[src/rtl/core/modular_arithmetic_binomial_unit_macros.svh]
// ----------------------------------------------------------------------------
// Assertion macros for the modular arithmetic binomial unit
// Concurrent check wrappers; define NO_ASSERTIONS to compile them out.
// ----------------------------------------------------------------------------
`ifndef MODULAR_ARITHMETIC_BINOMIAL_UNIT_MACROS_SVH
`define MODULAR_ARITHMETIC_BINOMIAL_UNIT_MACROS_SVH

`ifndef NO_ASSERTIONS
// property must hold at every clock edge outside reset
`define MAB_ASSERT(name, clk, rst, prop, msg) \
  name: assert property (@(posedge clk) disable iff (rst) prop) else $error(msg);
// expression must never be true outside reset
`define MAB_ASSERT_NEVER(name, clk, rst, expr, msg) \
  name: assert property (@(posedge clk) disable iff (rst) !(expr)) else $error(msg);
`else
`define MAB_ASSERT(name, clk, rst, prop, msg)
`define MAB_ASSERT_NEVER(name, clk, rst, expr, msg)
`endif

`endif

[src/rtl/core/mab_pkg.sv]
// ----------------------------------------------------------------------------
// mab_pkg
// Constants, codes and controller/datapath interface types.
// ----------------------------------------------------------------------------
`default_nettype none

package mab_pkg;

  localparam int KIND_W = 3;
  localparam int OPND_W = 63;
  localparam int RES_W  = 30;
  localparam int K_W    = 17;
  localparam int SEL_W  = 3;
  localparam int ADD_W  = 34;

  localparam logic [RES_W-1:0] MODP    = 30'd1000000007;
  localparam logic [31:0]      MODP_X2 = 32'd2000000014;
  localparam logic [RES_W-1:0] EXP_E   = MODP - 30'd2;
  // Barrett constant floor(2^60 / MODP)
  localparam logic [30:0]      MU      = 31'((64'd1 << 60) / 64'(MODP));
  localparam logic [K_W-1:0]   MAX_K   = 17'd65536;
  // 2^30 and 2^60 modulo MODP, used to fold a 63-bit operand
  localparam logic [RES_W-1:0] FOLD_C  = 30'((64'd1 << 30) % 64'(MODP));
  localparam logic [RES_W-1:0] FOLD_D  = 30'((64'd1 << 60) % 64'(MODP));

  localparam logic [KIND_W-1:0] KIND_ADD = 3'd0;
  localparam logic [KIND_W-1:0] KIND_SUB = 3'd1;
  localparam logic [KIND_W-1:0] KIND_MUL = 3'd2;
  localparam logic [KIND_W-1:0] KIND_DIV = 3'd3;
  localparam logic [KIND_W-1:0] KIND_BIN = 3'd4;

  // multiplier operand selects; each implies its destination register
  localparam logic [SEL_W-1:0] MS_AB        = 3'd0;  // -> res
  localparam logic [SEL_W-1:0] MS_NUM_FN    = 3'd1;  // -> num
  localparam logic [SEL_W-1:0] MS_DEN_DN    = 3'd2;  // -> den
  localparam logic [SEL_W-1:0] MS_ACC_BASE  = 3'd3;  // -> acc
  localparam logic [SEL_W-1:0] MS_BASE_BASE = 3'd4;  // -> base
  localparam logic [SEL_W-1:0] MS_NUM_ACC   = 3'd5;  // -> res
  localparam logic [SEL_W-1:0] MS_RED_A     = 3'd6;  // -> ra
  localparam logic [SEL_W-1:0] MS_RED_B     = 3'd7;  // -> rb

  typedef struct packed {
    logic             load;
    logic             simple;
    logic             div_init;
    logic             bin_init;
    logic             bin_step;
    logic             fin_init;
    logic             exp_next;
    logic             mul_go;
    logic [SEL_W-1:0] mul_sel;
  } cmd_t;

  typedef struct packed {
    logic [KIND_W-1:0] kind;
    logic              too_large;
    logic              k_gt_n;
    logic              exp_bit;
    logic              exp_last;
    logic              dn_zero;
    logic              mul_done;
  } status_t;

endpackage

`default_nettype wire

[src/rtl/core/mab_ctrl.sv]
// ----------------------------------------------------------------------------
// mab_ctrl
// Sequencer: operand reduction, dispatch, binomial loop, Fermat inverse.
// ----------------------------------------------------------------------------
`default_nettype none

module mab_ctrl (
  input  logic              clk,
  input  logic              rst,
  input  logic              start,
  input  mab_pkg::status_t  st,
  output mab_pkg::cmd_t     cmd,
  output logic              busy,
  output logic              done
);
  import mab_pkg::*;

  localparam logic [3:0] S_IDLE     = 4'd0;
  localparam logic [3:0] S_RED      = 4'd1;
  localparam logic [3:0] S_DISP     = 4'd2;
  localparam logic [3:0] S_BIN_LOOP = 4'd3;
  localparam logic [3:0] S_BIN_NUM  = 4'd4;
  localparam logic [3:0] S_BIN_DEN  = 4'd5;
  localparam logic [3:0] S_EXP_BIT  = 4'd6;
  localparam logic [3:0] S_EXP_ACC  = 4'd7;
  localparam logic [3:0] S_EXP_SQ   = 4'd8;
  localparam logic [3:0] S_MUL_W    = 4'd9;
  localparam logic [3:0] S_OUT      = 4'd10;
  localparam logic [3:0] S_RED_A    = 4'd11;
  localparam logic [3:0] S_RED_B    = 4'd12;

  logic [3:0] state;
  logic [3:0] state_next;

  always_ff @(posedge clk) begin
    if (rst) begin
      state <= S_IDLE;
    end else begin
      state <= state_next;
    end
  end

  always_comb begin
    cmd        = '0;
    state_next = state;
    case (state)
      S_IDLE: begin
        if (start) begin
          cmd.load   = 1'b1;
          state_next = S_RED;
        end
      end
      S_RED: begin
        cmd.mul_go  = 1'b1;
        cmd.mul_sel = MS_RED_A;
        state_next  = S_RED_A;
      end
      S_RED_A: begin
        if (st.mul_done) begin
          cmd.mul_go  = 1'b1;
          cmd.mul_sel = MS_RED_B;
          state_next  = S_RED_B;
        end
      end
      S_RED_B: begin
        if (st.mul_done) begin
          state_next = S_DISP;
        end
      end
      S_DISP: begin
        case (st.kind)
          KIND_MUL: begin
            cmd.mul_go  = 1'b1;
            cmd.mul_sel = MS_AB;
            state_next  = S_MUL_W;
          end
          KIND_DIV: begin
            cmd.div_init = 1'b1;
            state_next   = S_EXP_BIT;
          end
          KIND_BIN: begin
            if (st.too_large || st.k_gt_n) begin
              cmd.simple = 1'b1;
              state_next = S_OUT;
            end else begin
              cmd.bin_init = 1'b1;
              state_next   = S_BIN_LOOP;
            end
          end
          default: begin
            cmd.simple = 1'b1;
            state_next = S_OUT;
          end
        endcase
      end
      S_BIN_LOOP: begin
        if (st.dn_zero) begin
          cmd.fin_init = 1'b1;
          state_next   = S_EXP_BIT;
        end else begin
          cmd.mul_go  = 1'b1;
          cmd.mul_sel = MS_NUM_FN;
          state_next  = S_BIN_NUM;
        end
      end
      S_BIN_NUM: begin
        if (st.mul_done) begin
          cmd.mul_go  = 1'b1;
          cmd.mul_sel = MS_DEN_DN;
          state_next  = S_BIN_DEN;
        end
      end
      S_BIN_DEN: begin
        if (st.mul_done) begin
          cmd.bin_step = 1'b1;
          state_next   = S_BIN_LOOP;
        end
      end
      S_EXP_BIT: begin
        cmd.mul_go = 1'b1;
        if (st.exp_bit) begin
          cmd.mul_sel = MS_ACC_BASE;
          state_next  = S_EXP_ACC;
        end else begin
          cmd.mul_sel = MS_BASE_BASE;
          state_next  = S_EXP_SQ;
        end
      end
      S_EXP_ACC: begin
        if (st.mul_done) begin
          cmd.mul_go  = 1'b1;
          cmd.mul_sel = MS_BASE_BASE;
          state_next  = S_EXP_SQ;
        end
      end
      S_EXP_SQ: begin
        if (st.mul_done) begin
          if (st.exp_last) begin
            // inverse is in acc; fold in the dividend / numerator
            cmd.mul_go  = 1'b1;
            cmd.mul_sel = MS_NUM_ACC;
            state_next  = S_MUL_W;
          end else begin
            cmd.exp_next = 1'b1;
            state_next   = S_EXP_BIT;
          end
        end
      end
      S_MUL_W: begin
        if (st.mul_done) begin
          state_next = S_OUT;
        end
      end
      S_OUT: begin
        state_next = S_IDLE;
      end
      default: begin
        state_next = S_IDLE;
      end
    endcase
  end

  assign busy = (state != S_IDLE);
  assign done = (state == S_OUT);

endmodule

`default_nettype wire

[config.mk]
export PLATFORM = sky130hd
export DESIGN_NAME = mab_ctrl
export DESIGN_NICKNAME = d
export VERILOG_FILES = /design/src/rtl/core/modular_arithmetic_binomial_unit_macros.svh /design/src/rtl/core/mab_pkg.sv /design/src/rtl/core/mab_ctrl.sv
export SDC_FILE = /design/constraint.sdc
export NUM_CORES = 1
export LEC_CHECK = 0
export BUFFER_PORTS_ARGS = -buffer_cell sky130_fd_sc_hd__buf_2
export CORE_UTILIZATION = 48
export DETAILED_ROUTE_END_ITERATION = 8
export MAX_ROUTING_LAYER = met4
export PLACE_DENSITY_LB_ADDON = 0.08
export SYNTH_ARGS = -nofsm -noshare
export SYNTH_HDL_FRONTEND = slang
export SYNTH_SLANG_ARGS = --single-unit
[constraint.sdc]
create_clock -name clk -period 1.7 [get_ports clk]
set_input_delay 0.085 -clock clk [delete_from_list [all_inputs] [get_ports clk]]
set_output_delay 0.085 -clock clk [all_outputs]
set_load 0.02 [all_outputs]
* Word level (Yosys, flattened, before mapping)
Cells that the tools add are included.
** Word-level totals
- Bits in registers :: 4
- Logic and storage cells :: 66
** Cells by class
- Equal/unequal tests :: 23
- Mux-type cells :: 37
- Reductions and logical operators :: 5
** Operators with widths (number)
- two-way mux 4 bit :: 17
- one-hot mux 4 bit (12 select lines) :: 1
- one-hot mux 4 bit (8 select lines) :: 1
- equality test 4 bit, second input constant :: 5
- equality test 4 x 3 -> 1 bit, second input constant :: 4
- inequality test 2 bit, second input constant :: 8
- two-way mux 1 bit :: 12
- one-hot mux 4 bit (3 select lines) :: 1
- equality test 4 x 2 -> 1 bit, second input constant :: 2
- AND reduction 8 bit :: 1
- equality test 3 x 2 -> 1 bit, second input constant :: 2
- two-way mux 3 bit :: 2
- two-way mux 5 bit :: 1
- equality test 4 x 1 -> 1 bit, second input constant :: 1
- zero test 4 bit :: 1
- nonzero test 4 bit :: 1
- equality test 3 bit, second input constant :: 1
- two-way mux 2 bit :: 1
- one-hot mux 1 bit (2 select lines) :: 1
- OR reduction 2 bit :: 1
- logical OR 1 bit :: 1

* Longest topological paths before layout
- Depth after elaboration :: 4
- Gate-level depth with buffers :: 7
- Mapped depth without buffers :: 5

* Worst setup path before layout
OpenSTA, ideal clock, no wires.
- Path kind :: flip-flop to output port
- Start point :: reg state[1]
- End point :: out cmd[3] (netlist bit)
- Data arrival time :: 1.463 ns
- Required time :: 1.615 ns
- Setup slack :: 0.152 ns
- Stages on the path, launching flop included :: 7
- Buffers on the path :: 2
- Cell sequence :: dfxtp_1 -> buf_2 -> buf_4 -> o21ai_0 -> a21oi_1 -> a31oi_1 -> o21ai_0
** RTL lines
- start: declaration :: RTL line mab_ctrl.sv:32 : logic [3:0] state;
- start signal: assignment :: RTL line mab_ctrl.sv:39 : state <= state_next;
- end: declaration :: RTL line mab_ctrl.sv:12 : output mab_pkg::cmd_t cmd,

==> results.md <==
- After synthesis the netlist holds a flip-flop and latch count of 4.
- The number of buffers created by CTS is 3.
- The largest net degree at the start of global routing is 17.
- The DRC violations left is 0.
- The clock network is responsible for 6.6% of the overall power.
- The number of vias after detailed routing is 889.
- The max-slew headroom at the worst pin is 73.2%.
- The tightest min-delay check is of the in -> reg type.
- The detailed router finished its first iteration with 24 violations.
- After routing the design area is 946 um2.
- The number of pins exceeding their max-slew limit in the final report is 0.
- At the worst endpoint, the arrival time is 1.55 ns.
- For this design the ratio of total power to cell area is 1830 nW/um2.
- The mean instance size in the synthesized netlist is 6.71 um2.
- The register name with the most flops is state.
- Dividing the detail-routed wire length by the instance count gives 13.7 um.
- The register clock-pin slew on the reported worst setup and hold paths is 0.04 ns.
- The main combinational cell family by area after synthesis is simple AND/OR/NAND/NOR gates.
- For this design, the CTS-stage hold fixing added 0 buffers.
- The iteration count of the initial detailed-routing pass is 4.
- The required time of the worst setup path is 1.62 ns.
- The post-synthesis instance area is 698 um2.
- Counting tap cells, the placed design contains a total of 143 instances.
- The count of nets left with antenna violations after detail routing is 0.
- In this run the vertical extent of the chip is 40.1 um.
- The number of levels the H-tree was split into is 1.
- The initial antenna violation count came to 0.
- The TritonCTS clock tree is built.
- The number of antenna diodes in the final layout is 0.
- The first-pass GRT wire length is 2970 um.
- Of the total synthesized cell area, the portion taken by XOR and XNOR cells is 0%.
- In the final timing run, aggregate negative setup slack is 0 ns.
- Summing the areas of all compound-gate instances in the mapped netlist gives 37.3% of the synthesized area.
- The via count of the first global-routing pass is 704.
- After Yosys synthesis, and, or, nand and nor cells account for 39.4% of the synthesized area.
- The peak supply drop is 942 uV.
- In the routed layout, each cell is associated on average with a via count of 5.93.
- The total area inside the core boundary comes to 1330 um2.
- The worst clock skew is 0.00431 ns.
- The post-synth net total is 116.
- The number of buffers added on ports is 24.
- The leakage power figure is 0.415 nW.
- The cell area after placement is 851 um2.
- Summed over all nets, the half-perimeter wirelength after detailed placement is 1420 um.
- The type of the worst setup path is reg -> out.
- The flow ran to the end, and the final reports show no timing, DRC or antenna violations.
- The register with the most flip-flops in the layout has 4 of them.
- Combinational logic is responsible for 80.7% of the overall power.
- After Yosys synthesis, full adders, half adders and majority gates account for 0% of the synthesized area.
- The wire length after detailed routing is 2050 um.
- For this run the aggregate overflow at the end of global routing stands at 0.
- The sequential element share of the synthesized area is 11.5%.
- Net switching is 50.8% of the power.
- Across the run, the number of max-cap violations was 0.
- The worst setup slack before clock tree synthesis is 0.0696 ns.
- Summed over all nets, the switching power comes to 0.879 mW.
- The buffer cell driving the clock tree root is clkbuf_4.
- The area growth from synthesis to layout is 35.5%.
- For this run, the total global-route usage over all layers was measured as 27.2%.
- The achievable frequency is 610 MHz.
- No sink is reached through more buffers than the 2 on the longest clock path.
- The number of hold violations in the final report is 0.
- Setup violations remaining at the end of the flow were counted as 0.
- The category of the worst setup path capture point is a primary output.
- The final cell count without fillers is 150.
- The final worst setup slack is 0.0618 ns.
- Row generation in the floorplan step produced 13 rows.
- The mux contribution to synthesized area is 1.43%.
- The smallest clock period supported by the final layout is computed as 1.64 ns.
- The number of top-level design ports is 25.
- The number of distinct library cells after synthesis is 37.
- The final weighted congestion in routability-driven placement is 0.946.
- CTS saw 4 sinks.
- The final critical path takes up 96.4% of the cycle.
- Setup repair after global routing could not meet its margin everywhere.
- Of the cells placed in the final design, the portion with a size suffix greater than 1 is 40.0%.
- After technology mapping, the gate count stands at 104.
- The die width is 40.1 um.
- In the final layout, the registers with the most flip-flops are state (4).
- The startpoint type of the worst setup path is a flip-flop.
- The pin slew with the least headroom to its limit is 0.402 ns.
- The maximum fanout encountered on the critical timing path is 10.
- The net count reported at finish is 149.
- The Yosys step of the flow raised 0 warnings.
- The effective utilization at floorplan is 52.3%.
- The total internal power is 0.850 mW.
- The floorplan step defined a die boundary enclosing 1610 um2.
- The clock latency at the later pin of the worst-skew pair is 0.23 ns.
- Overall power consumption after layout is estimated at 1.73 mW.
- Registers are responsible for 12.7% of the overall power.
-- power by group through the flow --
stage	sequential, mW	combinational (mW)	clock, mW
after floorplan	0.154	0.958	0
after global placement	0.225	1.17	0
after detailed placement	0.228	1.18	0
after CTS	0.220	1.26	0.119
after global routing	0.230	1.50	0.125
final	0.220	1.40	0.114
-- kinds of logic after synthesis --
kind of cell,count (synthesis)
AO/OA/AOI/OAI,35
flip-flops,4
multiplexers,1
AND/OR/NAND/NOR,50
buffers and inverters,14
-- through the flow --
stage	utilization, %	hold WS (ns)
final	70.9	0.0443
after floorplan	-	0.154
after detailed placement	63.8	0.291
after CTS	67.8	0.0357
after global placement	63.8	0.292
after global routing	70.9	0.0464
-- layout make-up --
| cell class | count | area (um2) |
|---|---|---|
| clock buffer | 3 | 22.5 |
| fill | 129 | 388 |
| timing repair buffer | 37 | 230 |
| tap | 15 | 18.8 |
| inverter | 5 | 18.8 |
| multi-input combinational | 86 | 563 |
| sequential | 4 | 92.6 |
-- cell usage in the layout (no fill, tap or decap), drive strengths merged --
cell type / Yosys / layout
a211oi: 1 / 1
a21boi: 1 / 1
a21oi: 9 / 9
a22oi: 3 / 3
a31oi: 2 / 2
a32o: 1 / 1
a32oi: 1 / 1
a41oi: 1 / 1
and2b: 1 / 1
and3: 4 / 4
and3b: 1 / 1
buf: 9 / 37
clkbuf: 0 / 3
dfxtp: 4 / 4
inv: 5 / 5
mux2i: 1 / 1
nand2: 8 / 8
nand2b: 6 / 6
nand3b: 2 / 2
nor2: 12 / 12
nor2b: 5 / 5
nor3: 3 / 3
nor3b: 3 / 3
nor4: 2 / 2
o21ai: 8 / 8
o22ai: 4 / 4
o31ai: 1 / 1
o32a: 1 / 1
o32ai: 1 / 1
o41ai: 1 / 1
or2b: 1 / 1
or3: 1 / 1
or4: 1 / 1
-- cells in the mapped netlist (all sizes together) --
cell type,number,area share [%]
nand3b,2,2.1
o32a,1,1.4
mux2i,1,1.4
o32ai,1,3.9
and3b,1,1.3
a211oi,1,1.8
nor4,2,1.8
a41oi,1,1.3
o22ai,4,3.6
nor3,3,2.1
or4,1,1.6
a22oi,3,4.7
inv,5,2.7
nor2b,5,4.5
nand2,8,4.3
a21boi,1,1.1
dfxtp,4,11
a21oi,9,7.0
nand2b,6,5.4
and3,4,3.6
o21ai,8,5.7
a31oi,2,1.8
and2b,1,1.1
a32o,1,1.4
or3,1,0.90
nor3b,3,3.2
buf,9,7.7
o41ai,1,1.3
o31ai,1,1.1
or2b,1,1.1
nor2,12,6.5
a32oi,1,1.3
-- repair_timing --
action                                  CTS  global route
pin swaps                                 0             1
gates resized for setup                   8            10
endpoints found under the setup margin    4             2
buffers inserted                          2             2
-- routing by layer --
metal,up-vias,track usage [%],routed length (um)
li1,445,-,-
met1,402,35.9,920
met2,39,46.8,1010
met3,3,1.67,104
met4,0,2.59,12
met5,-,-,0
-- path summary, 6_finish.rpt --
check	depth (start not counted)	end	slack, ns	start
max	6	cmd[3]	0.06	state[1]
max reg2reg	6	state[0]	0.09	state[1]
min reg2reg	2	state[2]	0.61	state[2]
min	2	state[3]	0.04	rst
-- critical path: stages, from the launching register on --
cell and delay [ns]:
dfxtp_4 0.35, buf_6 0.14, or3_1 0.38, a21oi_2 0.16, a41oi_2 0.05, o21ai_1 0.10
buf_4 0.15
No activity file was read; power rests on OpenSTA's default activity.
